--- src/rtl/rssd_pkg.sv ---
`timescale 1ns / 1ps
// ----------------------------------------------------------------------------
// rssd_pkg
// Shared widths, command, status and register index codes for the
// run-length shaded sprite decoder.
// ----------------------------------------------------------------------------
package rssd_pkg;

    localparam int COUNT_BITS = 32;

    localparam int CMD_W    = 2;
    localparam int BYTE_W   = 8;
    localparam int STATUS_W = 3;
    localparam int COLOR_W  = 16;
    localparam int SHADE_W  = 5;
    localparam int DIM_W    = 8;
    localparam int POS_W    = 16;
    localparam int SCREEN_W = 15;
    localparam int SUM_W    = 18;

    localparam int CFG_IDX_W  = 3;
    localparam int CFG_DATA_W = 16;

    localparam logic [CMD_W-1:0] CMD_FEED  = 2'd0;
    localparam logic [CMD_W-1:0] CMD_PIXEL = 2'd1;
    localparam logic [CMD_W-1:0] CMD_START = 2'd2;

    localparam logic [STATUS_W-1:0] ST_VISIBLE   = 3'd0;
    localparam logic [STATUS_W-1:0] ST_CROPPED   = 3'd1;
    localparam logic [STATUS_W-1:0] ST_NEED_DATA = 3'd2;
    localparam logic [STATUS_W-1:0] ST_DONE      = 3'd3;
    localparam logic [STATUS_W-1:0] ST_DATA_END  = 3'd4;
    localparam logic [STATUS_W-1:0] ST_TAKEN     = 3'd5;
    localparam logic [STATUS_W-1:0] ST_REFUSED   = 3'd6;

    localparam logic [CFG_IDX_W-1:0] REG_BASE_COLOR    = 3'd0;
    localparam logic [CFG_IDX_W-1:0] REG_IMAGE_WIDTH   = 3'd1;
    localparam logic [CFG_IDX_W-1:0] REG_IMAGE_HEIGHT  = 3'd2;
    localparam logic [CFG_IDX_W-1:0] REG_POS_X         = 3'd3;
    localparam logic [CFG_IDX_W-1:0] REG_POS_Y         = 3'd4;
    localparam logic [CFG_IDX_W-1:0] REG_SCREEN_WIDTH  = 3'd5;
    localparam logic [CFG_IDX_W-1:0] REG_SCREEN_HEIGHT = 3'd6;

    localparam logic [COLOR_W-1:0]  BASE_COLOR_RST    = 16'hffff;
    localparam logic [SCREEN_W-1:0] SCREEN_WIDTH_RST  = 15'd320;
    localparam logic [SCREEN_W-1:0] SCREEN_HEIGHT_RST = 15'd240;

endpackage

--- src/rtl/rssd_if.sv ---
`timescale 1ns / 1ps
// ----------------------------------------------------------------------------
// rssd_req_if / rssd_rsp_if
// Valid/ready channels carrying command words in and status words out.
// ----------------------------------------------------------------------------
interface rssd_req_if;
    logic                          valid;
    logic                          ready;
    logic [rssd_pkg::CMD_W-1:0]    command;
    logic [rssd_pkg::BYTE_W-1:0]   data_byte;

    modport source (output valid, output command, output data_byte, input ready);
    modport sink   (input valid, input command, input data_byte, output ready);
endinterface

interface rssd_rsp_if;
    logic                            valid;
    logic                            ready;
    logic [rssd_pkg::STATUS_W-1:0]   status;
    logic [rssd_pkg::COLOR_W-1:0]    pixel_color;

    modport source (output valid, output status, output pixel_color, input ready);
    modport sink   (input valid, input status, input pixel_color, output ready);
endinterface

--- src/rtl/rle_shaded_sprite_decoder.sv ---
`timescale 1ns / 1ps
// ----------------------------------------------------------------------------
// rle_shaded_sprite_decoder
// The status word is registered and appears in the cycle after its command word is taken.
// Throughput: one command word per cycle; the output register is refilled in
// the same cycle that its word is taken, so only a stalled sink holds input.
// Reset (async, active low) clears decode state and loads register defaults.
// ----------------------------------------------------------------------------
module rle_shaded_sprite_decoder
(
    input  logic                                clk,
    input  logic                                rst_n,
    input  logic                                cfg_we,
    input  logic [rssd_pkg::CFG_IDX_W-1:0]      cfg_index,
    input  logic [rssd_pkg::CFG_DATA_W-1:0]     cfg_data,
    rssd_req_if.sink                            req,
    rssd_rsp_if.source                          rsp
);

    localparam int CB = rssd_pkg::COUNT_BITS;

    // configuration registers
    logic [rssd_pkg::COLOR_W-1:0]        base_color_reg;
    logic [rssd_pkg::DIM_W-1:0]          image_width_reg;
    logic [rssd_pkg::DIM_W-1:0]          image_height_reg;
    logic signed [rssd_pkg::POS_W-1:0]   pos_x_reg;
    logic signed [rssd_pkg::POS_W-1:0]   pos_y_reg;
    logic [rssd_pkg::SCREEN_W-1:0]       screen_width_reg;
    logic [rssd_pkg::SCREEN_W-1:0]       screen_height_reg;

    // decode state
    logic [CB-1:0]                       count_accum_reg, count_accum_next;
    logic [CB-1:0]                       run_left_reg, run_left_next;
    logic [rssd_pkg::SHADE_W-1:0]        run_shade_reg, run_shade_next;
    logic [rssd_pkg::DIM_W-1:0]          row_pos_reg, row_pos_next;
    logic [rssd_pkg::DIM_W-1:0]          col_pos_reg, col_pos_next;
    logic                                error_flag_reg, error_flag_next;
    logic                                mid_code_reg, mid_code_next;
    logic                                end_seen_reg, end_seen_next;

    // output register
    logic                                out_valid_reg;
    logic [rssd_pkg::STATUS_W-1:0]       out_status_reg, out_status_next;
    logic [rssd_pkg::COLOR_W-1:0]        out_color_reg, out_color_next;

    logic                                accept;
    logic [rssd_pkg::COLOR_W-1:0]        shaded_color;

    // geometry
    logic signed [rssd_pkg::SUM_W-1:0]   px_ext, py_ext, sw_ext, sh_ext;
    logic signed [rssd_pkg::SUM_W-1:0]   w_ext, h_ext, col_ext, row_ext;
    logic signed [rssd_pkg::SUM_W-1:0]   col_scr, row_scr, px_end, py_end;
    logic                                nothing_to_draw;
    logic                                done_now;
    logic                                visible;
    logic                                col_wrap;

    assign req.ready       = !out_valid_reg || rsp.ready;
    assign accept          = req.valid && req.ready;
    assign rsp.valid       = out_valid_reg;
    assign rsp.status      = out_status_reg;
    assign rsp.pixel_color = out_color_reg;

    rssd_shade u_shade
    (
        .base_color (base_color_reg),
        .shade      (run_shade_reg),
        .color      (shaded_color)
    );

    always_comb
    begin
        px_ext  = rssd_pkg::SUM_W'(pos_x_reg);
        py_ext  = rssd_pkg::SUM_W'(pos_y_reg);
        sw_ext  = signed'({3'd0, screen_width_reg});
        sh_ext  = signed'({3'd0, screen_height_reg});
        w_ext   = signed'({10'd0, image_width_reg});
        h_ext   = signed'({10'd0, image_height_reg});
        col_ext = signed'({10'd0, col_pos_reg});
        row_ext = signed'({10'd0, row_pos_reg});
        col_scr = px_ext + col_ext;
        row_scr = py_ext + row_ext;
        px_end  = px_ext + w_ext;
        py_end  = py_ext + h_ext;

        nothing_to_draw = (image_width_reg == '0) || (image_height_reg == '0) ||
                          (px_ext >= sw_ext) || (py_ext >= sh_ext) ||
                          (px_end < 0) || (py_end < 0);
        done_now = nothing_to_draw || (row_pos_reg >= image_height_reg) ||
                   (row_scr >= sh_ext);
        visible  = (row_scr >= 0) && (col_scr >= 0) &&
                   (col_pos_reg < image_width_reg) && (col_scr < sw_ext);
        col_wrap = ({1'b0, col_pos_reg} + 9'd1) >= {1'b0, image_width_reg};
    end

    always_comb
    begin
        count_accum_next = count_accum_reg;
        run_left_next    = run_left_reg;
        run_shade_next   = run_shade_reg;
        row_pos_next     = row_pos_reg;
        col_pos_next     = col_pos_reg;
        error_flag_next  = error_flag_reg;
        mid_code_next    = mid_code_reg;
        end_seen_next    = end_seen_reg;
        out_status_next  = rssd_pkg::ST_REFUSED;
        out_color_next   = '0;

        case (req.command)
            rssd_pkg::CMD_START:
            begin
                count_accum_next = '0;
                run_left_next    = '0;
                run_shade_next   = '0;
                row_pos_next     = '0;
                col_pos_next     = '0;
                error_flag_next  = 1'b0;
                mid_code_next    = 1'b0;
                end_seen_next    = 1'b0;
                // row and column restart at zero, so only the size and screen-bounds test remains
                out_status_next  = nothing_to_draw ? rssd_pkg::ST_DONE
                                                   : rssd_pkg::ST_NEED_DATA;
            end
            rssd_pkg::CMD_FEED:
            begin
                if (run_left_reg != '0 || end_seen_reg || error_flag_reg)
                begin
                    out_status_next = rssd_pkg::ST_REFUSED;
                end
                else if (!mid_code_reg && req.data_byte == '0)
                begin
                    end_seen_next   = 1'b1;
                    out_status_next = rssd_pkg::ST_TAKEN;
                end
                else if (req.data_byte[7])
                begin
                    count_accum_next = {count_accum_reg[CB-8:0], req.data_byte[6:0]};
                    mid_code_next    = 1'b1;
                    out_status_next  = rssd_pkg::ST_TAKEN;
                end
                else
                begin
                    run_left_next    = {count_accum_reg[CB-3:0], req.data_byte[6:5]};
                    run_shade_next   = req.data_byte[4:0];
                    count_accum_next = '0;
                    mid_code_next    = 1'b0;
                    out_status_next  = rssd_pkg::ST_TAKEN;
                end
            end
            rssd_pkg::CMD_PIXEL:
            begin
                if (error_flag_reg)
                begin
                    out_status_next = rssd_pkg::ST_DATA_END;
                end
                else if (done_now)
                begin
                    out_status_next = rssd_pkg::ST_DONE;
                end
                else if (run_left_reg == '0)
                begin
                    if (end_seen_reg)
                    begin
                        error_flag_next = 1'b1;
                        out_status_next = rssd_pkg::ST_DATA_END;
                    end
                    else
                    begin
                        out_status_next = rssd_pkg::ST_NEED_DATA;
                    end
                end
                else
                begin
                    run_left_next = run_left_reg - 1'b1;
                    if (visible)
                    begin
                        out_status_next = rssd_pkg::ST_VISIBLE;
                        out_color_next  = shaded_color;
                    end
                    else
                    begin
                        out_status_next = rssd_pkg::ST_CROPPED;
                    end
                    if (col_wrap)
                    begin
                        col_pos_next = '0;
                        row_pos_next = row_pos_reg + 1'b1;
                    end
                    else
                    begin
                        col_pos_next = col_pos_reg + 1'b1;
                    end
                end
            end
            default:
            begin
                out_status_next = rssd_pkg::ST_REFUSED;
            end
        endcase
    end

    always_ff @(posedge clk or negedge rst_n)
    begin
        if (!rst_n)
        begin
            base_color_reg    <= rssd_pkg::BASE_COLOR_RST;
            image_width_reg   <= '0;
            image_height_reg  <= '0;
            pos_x_reg         <= '0;
            pos_y_reg         <= '0;
            screen_width_reg  <= rssd_pkg::SCREEN_WIDTH_RST;
            screen_height_reg <= rssd_pkg::SCREEN_HEIGHT_RST;
        end
        else if (cfg_we)
        begin
            case (cfg_index)
                rssd_pkg::REG_BASE_COLOR:    base_color_reg    <= cfg_data;
                rssd_pkg::REG_IMAGE_WIDTH:   image_width_reg   <= cfg_data[7:0];
                rssd_pkg::REG_IMAGE_HEIGHT:  image_height_reg  <= cfg_data[7:0];
                rssd_pkg::REG_POS_X:         pos_x_reg         <= signed'(cfg_data);
                rssd_pkg::REG_POS_Y:         pos_y_reg         <= signed'(cfg_data);
                rssd_pkg::REG_SCREEN_WIDTH:  screen_width_reg  <= cfg_data[14:0];
                rssd_pkg::REG_SCREEN_HEIGHT: screen_height_reg <= cfg_data[14:0];
                default:                     ;
            endcase
        end
    end

    always_ff @(posedge clk or negedge rst_n)
    begin
        if (!rst_n)
        begin
            count_accum_reg <= '0;
            run_left_reg    <= '0;
            run_shade_reg   <= '0;
            row_pos_reg     <= '0;
            col_pos_reg     <= '0;
            error_flag_reg  <= 1'b0;
            mid_code_reg    <= 1'b0;
            end_seen_reg    <= 1'b0;
            out_valid_reg   <= 1'b0;
        end
        else
        begin
            if (accept)
            begin
                count_accum_reg <= count_accum_next;
                run_left_reg    <= run_left_next;
                run_shade_reg   <= run_shade_next;
                row_pos_reg     <= row_pos_next;
                col_pos_reg     <= col_pos_next;
                error_flag_reg  <= error_flag_next;
                mid_code_reg    <= mid_code_next;
                end_seen_reg    <= end_seen_next;
                out_valid_reg   <= 1'b1;
            end
            else if (rsp.ready)
            begin
                out_valid_reg <= 1'b0;
            end
        end
    end

    always_ff @(posedge clk)
    begin
        if (accept)
        begin
            out_status_reg <= out_status_next;
            out_color_reg  <= out_color_next;
        end
    end

    // a loaded run never coexists with a half-built count
    a_run_not_mid: assert property (@(posedge clk) disable iff (!rst_n)
        run_left_reg != '0 |-> !mid_code_reg)
        else $error("run pending while count code is open");

    // data end error only follows the end marker
    a_error_after_end: assert property (@(posedge clk) disable iff (!rst_n)
        error_flag_reg |-> end_seen_reg)
        else $error("error flag without end marker");

    // color only carried by visible pixels
    a_color_visible_only: assert property (@(posedge clk) disable iff (!rst_n)
        rsp.valid && rsp.status != rssd_pkg::ST_VISIBLE |-> rsp.pixel_color == '0)
        else $error("color on non-visible word");

    // bytes refused after an error
    a_refuse_on_error: assert property (@(posedge clk) disable iff (!rst_n)
        accept && req.command == rssd_pkg::CMD_FEED && error_flag_reg
        |=> rsp.valid && rsp.status == rssd_pkg::ST_REFUSED)
        else $error("byte taken after data end error");

endmodule

--- src/rtl/rssd_shade.sv ---
`timescale 1ns / 1ps
// ----------------------------------------------------------------------------
// rssd_shade
// Scales each RGB565 channel by shade/31, rounding down.
// ----------------------------------------------------------------------------
module rssd_shade
(
    input  logic [rssd_pkg::COLOR_W-1:0] base_color,
    input  logic [rssd_pkg::SHADE_W-1:0] shade,
    output logic [rssd_pkg::COLOR_W-1:0] color
);

    // floor(x / 31) for x below 1984: x * 2115 >> 16
    function automatic logic [5:0] div31(input logic [10:0] x);
        logic [22:0] prod;
        prod = {12'd0, x} + {11'd0, x, 1'b0} + {6'd0, x, 6'd0} + {1'b0, x, 11'd0};
        return prod[21:16];
    endfunction

    logic [9:0]  r_prod;
    logic [10:0] g_prod;
    logic [9:0]  b_prod;
    logic [5:0]  r_q;
    logic [5:0]  g_q;
    logic [5:0]  b_q;

    always_comb
    begin
        r_prod = base_color[15:11] * shade;
        g_prod = base_color[10:5] * shade;
        b_prod = base_color[4:0] * shade;
        r_q    = div31({1'b0, r_prod});
        g_q    = div31(g_prod);
        b_q    = div31({1'b0, b_prod});
        color  = {r_q[4:0], g_q, b_q[4:0]};
    end

endmodule
--- src/flat_wrapper.sv ---
// flat-port wrapper written by rule: the top's interface ports become plain ports
module rle_shaded_sprite_decoder_flat 
  (clk, rst_n, cfg_we, cfg_index, cfg_data, req_valid, req_command, req_data_byte, req_ready, rsp_valid, rsp_status, rsp_pixel_color, rsp_ready);
  rssd_req_if req_i ();
  rssd_rsp_if rsp_i ();
  input  logic clk;
  input  logic rst_n;
  input  logic cfg_we;
  input  logic [rssd_pkg::CFG_IDX_W-1:0] cfg_index;
  input  logic [rssd_pkg::CFG_DATA_W-1:0] cfg_data;
  input wire logic [$bits(req_i.valid)-1:0] req_valid;
  input wire logic [$bits(req_i.command)-1:0] req_command;
  input wire logic [$bits(req_i.data_byte)-1:0] req_data_byte;
  output wire logic [$bits(req_i.ready)-1:0] req_ready;
  output wire logic [$bits(rsp_i.valid)-1:0] rsp_valid;
  output wire logic [$bits(rsp_i.status)-1:0] rsp_status;
  output wire logic [$bits(rsp_i.pixel_color)-1:0] rsp_pixel_color;
  input wire logic [$bits(rsp_i.ready)-1:0] rsp_ready;
  assign req_i.valid = req_valid;
  assign req_i.command = req_command;
  assign req_i.data_byte = req_data_byte;
  assign req_ready = req_i.ready;
  assign rsp_valid = rsp_i.valid;
  assign rsp_status = rsp_i.status;
  assign rsp_pixel_color = rsp_i.pixel_color;
  assign rsp_i.ready = rsp_ready;
  rle_shaded_sprite_decoder u_core (.clk(clk), .rst_n(rst_n), .cfg_we(cfg_we), .cfg_index(cfg_index), .cfg_data(cfg_data), .req(req_i), .rsp(rsp_i));
endmodule
--- config.mk ---
export PLATFORM = sky130hd
export DESIGN_NAME = rle_shaded_sprite_decoder_flat
export DESIGN_NICKNAME = d
export VERILOG_FILES = /design/src/rtl/rssd_pkg.sv /design/src/rtl/rssd_if.sv /design/src/rtl/rle_shaded_sprite_decoder.sv /design/src/rtl/rssd_shade.sv /design/src/flat_wrapper.sv
export SDC_FILE = /design/constraint.sdc
export NUM_CORES = 1
export LEC_CHECK = 0
export BUFFER_PORTS_ARGS = -buffer_cell sky130_fd_sc_hd__buf_2
export CAP_MARGIN = 20
export CORE_UTILIZATION = 30
export CTS_CLUSTER_DIAMETER = 200
export CTS_CLUSTER_SIZE = 40
export DETAILED_ROUTE_END_ITERATION = 6
export PLACE_DENSITY = 0.55
export SLEW_MARGIN = 5
export SYNTH_ARGS = -nofsm -noshare
export SYNTH_HDL_FRONTEND = slang
export SYNTH_SLANG_ARGS = --single-unit
--- constraint.sdc ---
create_clock -name clk -period 12.4 [get_ports clk]
set_input_delay 0.62 -clock clk [delete_from_list [all_inputs] [get_ports clk]]
set_output_delay 0.62 -clock clk [all_outputs]
set_load 0.02 [all_outputs]
======== Word-level counts from Yosys, hierarchy flattened ========
Index checks and enable logic that the tools add are counted.
Widths: inputs -> output; s select.
operators by class
  $add $sub $neg .......................... 17
  $mul .................................... 3
  $lt $le $gt $ge ......................... 11
  equality and inequality tests ........... 16
  multiplexer cells ....................... 47
  bitwise operators ....................... 2
  reductions and logical operators ........ 43
operators by type and width
  operator               number
  $mux 32                6
  $pmux 32 s3            1
  $mux 30                3
  $add 16x9->17          4
  $mux 8                 8
  $pmux 30 s2            1
  $add 17x21->21         2
  $add 12x16->17         2
  $ge 17x1->1 const B    2
  $lt 17x1->1 const B    2
  $ge 16x16->1           2
  $logic_not 32->1       1
  $pmux 8 s2             2
  $reduce_bool 32->1     1
  $sub 32x1->32 const B  1
  $add 10x11->12         2
  $logic_not 8->1        3
  $add 18x22->22         1
  $mul 5x5->10           2
  $add 13x17->18         1
  $ge 17x16->1           1
  $lt 17x16->1           1
  $add 8x1->8 const B    2
  $reduce_and 2->1       8
  other kinds (33)       80
storage, ports and cells
  bits in registers ....................... 200
  input port bits ......................... 34
  output and inout bits ................... 21
  word-level logic and storage cells ...... 157

======== Logic depth before layout (Yosys ltp) ========
Gate-level depths: netlist of the first run.
  depth after elaboration ................. 11
  depth in mapped cells ................... 28
  mapped depth without buffers ............ 27

======== Modules after synthesis ========
From an unflattened synthesis of the first run, not the netlist that was laid out.
unflattened totals
  cell total of the unflattened synthesis .. 1713
  area, all modules ....................... 16667.2 um2
modules (own cells, without submodules)
  module                     instances  cells an instance  area each (um2)  seq. area each (um2)
  rle_shaded_sprite_decoder  1          1166               12086.6          5127.4
  rssd_shade                 1          547                4580.6           0.0

======== Worst setup path before layout of the first run ========
OpenSTA, ideal clock, no wires.
  path kind ............................... register to register
  start ................................... register u_core.run_shade_reg[4] (netlist name)
  end ..................................... register u_core.out_color_reg, in the netlist u_core.rsp.pixel_color[10] (data pin)
  arrival time ............................ 6.129 ns
  data required time ...................... 12.134 ns
  slack ................................... 6.005 ns
  stages on the path, launching flop included .. 26
  path buffers ............................ 1
  period minus slack after synthesis ...... 6.395 ns
  cell sequence ........................... dfrtp_1 > clkbuf_1 > nand2_1 > fa_1 > fa_1 > fa_1 > inv_1 > ha_1 > a21o_1 > a21oi_1 > nor2b_1 > o31ai_1 > nand2b_1 > a21oi_1 > xor2_1 > inv_1 > fa_1 > ha_1 > a2111o_1 > o21ai_0 > a211oi_1 > o31ai_1 > a211oi_1 > nand3_1 > xnor2_1 > nor2_1
between the ends
  word-level cells in the longest chain between the ends .. 4
RTL lines
  item                    RTL line                          source
  start, declared         rle_shaded_sprite_decoder.sv:34   logic [rssd_pkg::SHADE_W-1:0] run_shade_reg, run_shade_next;
  start signal, assigned  rle_shaded_sprite_decoder.sv:249  run_shade_reg <= run_shade_next;
  $mul 6x5->11 (*)        rssd_shade.sv:30                  g_prod = base_color[10:5] * shade;
  $add 11x12->13          rssd_shade.sv:16                  prod = {12'd0, x} + {11'd0, x, 1'b0} + {6'd0, x, 6'd0} + {1'b0, x, 11'd0};
  $add 13x17->18          rssd_shade.sv:16
  $add 18x22->22 (*)      rssd_shade.sv:16
  end signal, assigned    rle_shaded_sprite_decoder.sv:269  out_color_reg <= out_color_next;
  end, declared           rle_shaded_sprite_decoder.sv:44   logic [rssd_pkg::COLOR_W-1:0] out_color_reg, out_color_next;
Every way passes the cells marked *; elsewhere a longest branch is shown, timed or not.
A chain may end at the register's enable or synchronous reset.

======== Worst setup path after layout of the first run ========
Same ends and word-level chain as after synthesis.

==> results of run 1 <==
-- area by class of cell --
class                           count  area, um2  share of cell area
Clock buffer                       18        429              0.0234
Clock inverter                     14        158             0.00858
Inverter                          170        638              0.0347
Multi-Input combinational cell   1351      10700               0.581
Sequential cell                   200       5130               0.279
Tap cell                          739        925              0.0503
Timing Repair Buffer               73        414              0.0226
-- power by group --
part	switching, mW	internal, mW	leakage (nW)
clock network	0.304	0.269	0.284
logic	0.537	0.408	6.05
registers	0.142	0.778	2.46
-- worst min path at each step --
stage	from	endpoint	slack, ns	depth (start not counted)
finish	rst_n	u_core.col_pos_reg[1]$_DFFE_PN0P_	0.23	1
global route	req_valid	u_core.rsp.valid$_DFFE_PN0P_	0.29	2
CTS	req_valid	u_core.rsp.valid$_DFFE_PN0P_	0.27	2
detailed placement	u_core.screen_width_reg[14]$_DFFE_PN0P_	u_core.screen_width_reg[14]$_DFFE_PN0P_	0.49	1
global placement	u_core.count_accum_reg[27]$_DFFE_PN0P_	u_core.count_accum_reg[27]$_DFFE_PN0P_	0.49	2
floorplan	rst_n	u_core.col_pos_reg[0]$_DFFE_PN0P_	0.32	0
-- synth_stat cells (8+ instances only) --
library cell / n
and2_1: 51
nor2b_1: 20
nand4_1: 20
o31ai_1: 9
nor4_1: 21
a31oi_1: 8
dfstp_2: 22
xor2_1: 21
a21oi_1: 94
a211oi_1: 9
o2bb2a_1: 18
nand3_1: 67
nor2_1: 77
a21o_1: 26
or4_1: 8
o211ai_1: 15
o21ai_0: 79
nand2b_1: 15
fa_1: 46
o21ai_1: 23
o21a_1: 21
xnor2_1: 38
a22oi_1: 12
clkbuf_1: 48
nand2_1: 175
nor3_1: 30
mux2_2: 84
edfxtp_1: 19
ha_1: 245
inv_1: 169
dfrtp_1: 159
o21bai_1: 12
-- layer usage --
layer / track usage / routed length, um / up-vias
li1: - / - / 6420
met1: 0.216 / 21200 / 6401
met2: 0.262 / 20000 / 221
met3: 0.0293 / 1490 / 52
met4: 0.0590 / 998 / 0
met5: 0 / 0 / -
-- critical path, stage by stage (launching register included) --
cell and delay, ns:
dfrtp_1 0.66, nand2_1 0.16, fa_1 0.53, fa_1 0.53, fa_1 0.55, inv_1 0.04, ha_1 0.32, a21o_1 0.19
a21oi_1 0.20, nor2b_1 0.09, o31ai_1 0.25, nand2b_1 0.09, a21oi_1 0.17, xor2_1 0.33, inv_1 0.14, fa_1 0.49
ha_1 0.32, a2111o_1 0.38, o21ai_0 0.16, a211oi_1 0.07, o31ai_1 0.34, a211oi_1 0.21, nand3_1 0.15, xnor2_1 0.13
nor2_1 0.05
-- kinds of logic after synthesis --
kind of cell	after synthesis	share of synthesized area
multiplexers	86	0.0581
buffers and inverters	223	0.0514
XOR/XNOR	59	0.0311
flip-flops	200	0.308
adder cells (fa/ha/maj)	291	0.240
AND/OR/NAND/NOR	520	0.154
AO/OA/AOI/OAI	395	0.157
==> flow_summary.yaml, run 1 <==
status:
  outcome: "complete, no violations"
clock_tree:
  clockBufferDepth: 2
  cts_tree: "built"
  cts_setup_buffers: 0
  clock_latency_ns: 0.51
  cts-resized-gates: 0
  htreeDepth: 4
  postCtsHoldBufs: 0
  cts_buffers: 17
  clock-sinks: 200
  clkTransAtPathRegs_ns: 0.08
  cts-root-buf: "clkbuf_16"
floorplan:
  fp-row-count: 85
  coreArea_mm2: 0.0543
  ios: 55
  start_util: 0.306
  die_w_um: 237
  die_area_mm2: 0.0564
  die_y_um: 237
finish:
  fillerInstances: 5514
  fin_util: 0.338
  diodes: 0
  layout_commonest_cell: "ha_1"
  design_area_mm2: 0.0184
  largest_register_ffs: 32
  drive_gt1_frac: 0.124
  final_cells: 2565
  syn_to_final_growth_pct: 10.4
  layout_common_cells: "ha_1, nand2_1, inv_1, dfrtp_1, a21oi_1"
  nNetsFinal: 2138
sta:
  setup_ws_ns: 5.59
  clock_skew_ns: 0.0207
  timing.final.crit_share: 0.549
  hold_viol: 0
  fmax_mhz: 147
  worst_pin_slew_ns: 1.05
  fin_tns_setup_ns: 0
  rsz0062_at_grt: "false"
  setup_viol: 0
  period_minus_slack_ns: 6.81
  holdWs_ns: 0.229
  max-slew-margin-rel: 0.301
  slew_viol_final: 0
logic_synthesis:
  synth-async-reset-ratio: 0.905
  syn_area_per_cell_um2: 9.38
  syn-num-nets: 2099
  synth_edf_count: 19
  ys_ff_latch: 200
  netlist.area_leader.share: 0.239
  seq_area_frac_synth: 0.308
  yosys_warnings: 0
  synthTopCellsByArea: "dfrtp_1, ha_1, mux2_2"
  syn_inst: 1774
  syn-cell-area_mm2: 0.0166
  yosysUniqueCellTypes: 74
  yosysTopAreaCell: "dfrtp_1"
  synthFlopType: "dfrtp_1"
pwr:
  total_power_mw: 2.44
  p_per_area_mw_per_mm2: 133
  p_leak_nw: 8.79
  peakVddDrop_mv: 0.138
routing:
  wl_um: 43600
  drt_pass1_iterations: 7
  post_drt_via_cell_ratio: 5.10
  dr.first_iter.drc_count: 696
  ant_nets: 0
  avgRoutedWirePerCell_um: 17.0
  vias: 13100
  route.detailed.drc: 0
setup_path:
  critical_path.startpoint: "u_core.run_shade_reg[4]$_DFFE_PN0P_"
  r2r-end: "u_core.rsp.pixel_color[10]$_SDFFCE_PP0P_"
  setup.worst_path.start_class: "flop"
  ff2ff_setup_slack_ns: 5.59
  cp_data_arrival_time_ns: 7.06
  rr_worst_depth: 24
  crit_type: "flop to flop"
  crit-reg2reg-launch: "u_core.run_shade_reg[4]$_DFFE_PN0P_"
  path_max_fanout: 17
  crit_end: "u_core.rsp.pixel_color[10]$_SDFFCE_PP0P_"
  cp.required_ns: 12.65
  crit_path_end_kind: "flop"
hold_path:
  hp-class: "input port to asynchronous set/reset pin"
grt:
  gr-total-overflow: 0
  grt_max_degree: 118
  grt_pass1_vias: 13400
  grt_first_pass_wirelength_um: 72100
  antenna_found_initial: 0
  grt.total_usage: 0.162
run:
  cap_violations: 0
place:
  portBuffers: 54
  place_area_mm2: 0.0178
  gp_congestion: 0.872
  dp_slack_ns: 5.28
  dp_cells: 2530
  dpl.hpwl_um: 32300
(Power assumes the default switching activity.)
==> run 2, diff against run 1 <==
ABC_AREA = 1   (was unset)
PLACE_DENSITY = 0.57   (was 0.55)
clock period = 6.2 ns   (was 12.4 ns; I/O delays follow)
==> run 2 against run 1 <==
  * Die area rose by 4.5%
  * Count of clock-buffer cells in the layout rose by 2
  * Highest routed layer is now met5
  * Sequential share of layout area fell by 0.90 points
  * Non-clock buffer count fell by 10
  * Combinational power rose to 2.9 times the previous value
  * The flow now finishes with violations (DRC, hold timing)
  * Sequential power rose by 100%
==> flow_summary.yaml, run 2 <==
logic_synthesis:
  synth_edf_count: 19
  yosysMostFrequentCell: "nand2_1"
  seq_area_frac_synth: 0.295
  synthFlopType: "dfrtp_1"
  syn-cell-area_mm2: 0.0174
  synth-async-reset-ratio: 0.905
  syn-num-nets: 2602
  synth_common_cells: "nand2_1, inv_1, ha_1, dfrtp_1, o21ai_0"
  syn_area_per_cell_um2: 7.64
  yosys_warnings: 0
  yosysUniqueCellTypes: 54
  ys_ff_latch: 200
  synthTopCellsByArea: "dfrtp_1, ha_1, nand2_1"
  yosysTopAreaCell: "dfrtp_1"
  syn_inst: 2277
  netlist.area_leader.share: 0.229
sta:
  setup_ws_ns: 0.416
  hold_viol: 32
  timing.final.crit_share: 0.933
  slew_viol_final: 0
  setup_viol: 0
  fmax_mhz: 173
  holdWs_ns: -0.0641
  period_minus_slack_ns: 5.78
  clock_skew_ns: 0.0130
  fin_tns_setup_ns: 0
  worst_pin_slew_ns: 1.02
  rsz0062_at_grt: "false"
  max-slew-margin-rel: 0.318
place:
  gp_congestion: 0.893
  dp_slack_ns: 0.246
  portBuffers: 54
  dpl.hpwl_um: 34500
setup_path:
  ff2ff_setup_slack_ns: 0.42
  critical_path.startpoint: "u_core.run_shade_reg[4]$_DFFE_PN0P_"
  cp_data_arrival_time_ns: 6.00
  cp.required_ns: 6.42
  rr_worst_depth: 26
  r2r-end: "u_core.rsp.pixel_color[10]$_SDFFCE_PP0P_"
  crit_type: "flop to flop"
  crit_end: "u_core.rsp.pixel_color[10]$_SDFFCE_PP0P_"
  crit_path_end_kind: "flop"
  crit-reg2reg-launch: "u_core.run_shade_reg[4]$_DFFE_PN0P_"
  setup.worst_path.start_class: "flop"
  path_max_fanout: 12
clock_tree:
  cts_buffers: 17
  cts-root-buf: "clkbuf_16"
  postCtsHoldBufs: 0
  cts_tree: "built"
  clock-sinks: 200
  htreeDepth: 4
  clock_latency_ns: 0.47
  clockBufferDepth: 2
  clkTransAtPathRegs_ns: 0.08
  cts_setup_buffers: 0
floorplan:
  die_w_um: 243
  start_util: 0.306
  die_y_um: 243
  fp-row-count: 87
  coreArea_mm2: 0.0568
  ios: 55
  die_area_mm2: 0.0589
finish:
  fillerInstances: 6016
  syn_to_final_growth_pct: 9.23
  layout_commonest_cell: "nand2_1"
  nNetsFinal: 2629
  drive_gt1_frac: 0.0687
  largest_register_ffs: 32
  layout_common_cells: "nand2_1, inv_1, ha_1, dfrtp_1, o21ai_0"
pwr:
  p_per_area_mw_per_mm2: 299
  peakVddDrop_mv: 0.233
  p_leak_nw: 10.2
grt:
  antenna_found_initial: 4
  grt_first_pass_wirelength_um: 74400
  gr-total-overflow: 0
  grt_pass1_vias: 14500
  grt.total_usage: 0.155
  grt_max_degree: 120
routing:
  vias: 14800
  drt_pass1_iterations: 7
  route.detailed.drc: 1
  wl_um: 44600
  ant_nets: 0
  avgRoutedWirePerCell_um: 14.5
  post_drt_via_cell_ratio: 4.80
  dr.first_iter.drc_count: 981
hold_path:
  hp-class: "input port to asynchronous set/reset pin"
status:
  outcome: "finished, violations left"
  violations: "DRC, hold timing"
run:
  cap_violations: 0
==> run 2: cell count changes after synthesis, moves of 21 or more <==
cell     before  now
o22ai_1       6   35
nand2_1     175  558
nand4_1      20   41
inv_1       169  382
a21oi_1      94  124
nand3_1      67  114
o21ai_0      79  152
mux2_2       84    0
and2_1       51    1
nor2_1       77  128
==> run 2: layer usage <==
| layer | track usage | up-vias | part of all wire |
|---|---|---|---|
| li1 | - | 7483 | - |
| met1 | 0.203 | 6934 | 0.47 |
| met2 | 0.262 | 270 | 0.47 |
| met3 | 0.0216 | 65 | 0.033 |
| met4 | 0.0505 | 2 | 0.025 |
| met5 | 0 | - | 0.00018 |
==> run 2: timing repair <==
| action | 4_1_cts | 5_1_grt |
|---|---|---|
| gates resized for setup | 0 | 3 |
| endpoints found under the hold margin | 0 | 0 |
| setup endpoints to repair | 0 | 9 |
==> run 2: cell families (layout without fill, tap and decap cells) <==
group	after synthesis	count (layout)	share of synthesized area
simple gates	904	904	0.221
buf+inv	440	479	0.0994
fa+ha+maj	291	291	0.229
xor+xnor	55	55	0.0277
flops	200	200	0.295
other cells	0	1	0
compound gates	387	387	0.128
==> run 2: worst max-delay path: stages (launching register included) <==
cell	delay, ns
dfrtp_2	0.50
nand2_1	0.10
inv_1	0.05
fa_1	0.53
inv_1	0.05
fa_1	0.50
fa_1	0.55
inv_1	0.04
ha_1	0.33
nand3_1	0.10
nand3_1	0.14
nand2_1	0.11
o311ai_0	0.17
xnor2_1	0.39
inv_1	0.15
fa_1	0.50
ha_1	0.34
a21oi_1	0.13
o21ai_0	0.09
a21oi_1	0.18
nand2_1	0.09
nand2_1	0.08
nand2_1	0.08
nand2_1	0.11
nand2_1	0.06
nand4_1	0.10
nor2_1	0.04
==> run 2: worst min path at each step <==
stage	to	depth (start not counted)
floorplan	u_core.col_pos_reg[0]$_DFFE_PN0P_	0
global placement	u_core.run_left_reg[31]$_DFFE_PN0P_	2
detailed placement	u_core.screen_width_reg[14]$_DFFE_PN0P_	2
CTS	u_core.rsp.valid$_DFFE_PN0P_	1
global route	u_core.rsp.valid$_DFFE_PN0P_	1
finish	u_core.rsp.valid$_DFFE_PN0P_	1
==> run 2: layout make-up <==
type / instances / area [um2] / share of cell area
diodes: 1 / 2.50 / 0.000132
clock buffers: 20 / 457 / 0.0240
clock inverters: 11 / 92.6 / 0.00487
inverters: 385 / 1450 / 0.0761
multi-input cells: 1637 / 10500 / 0.555
flip-flops and latches: 200 / 5130 / 0.270
well taps: 756 / 946 / 0.0498
repair buffers: 63 / 387 / 0.0204
==> run 2: power breakdown <==
part           leakage (nW)  switching (mW)  internal (mW)
registers              2.51           0.296           1.58
clock network         0.269           0.544          0.540
logic                  7.47            1.74          0.980
total                  10.2            2.58           3.10
==> run 2: stage by stage <==
stage	instances	total power [mW]	cell area (um2)	hold slack (ns)	utilization
floorplan	2277	3.88	17400	0.0144	-
global placement	3039	4.52	18400	0.460	0.324
detailed placement	3040	4.60	18400	0.474	0.324
CTS	3071	5.72	19000	0.0231	0.334
global route	3072	6.24	19000	0.0210	0.334
finish	3073	5.68	19000	-0.0641	0.334
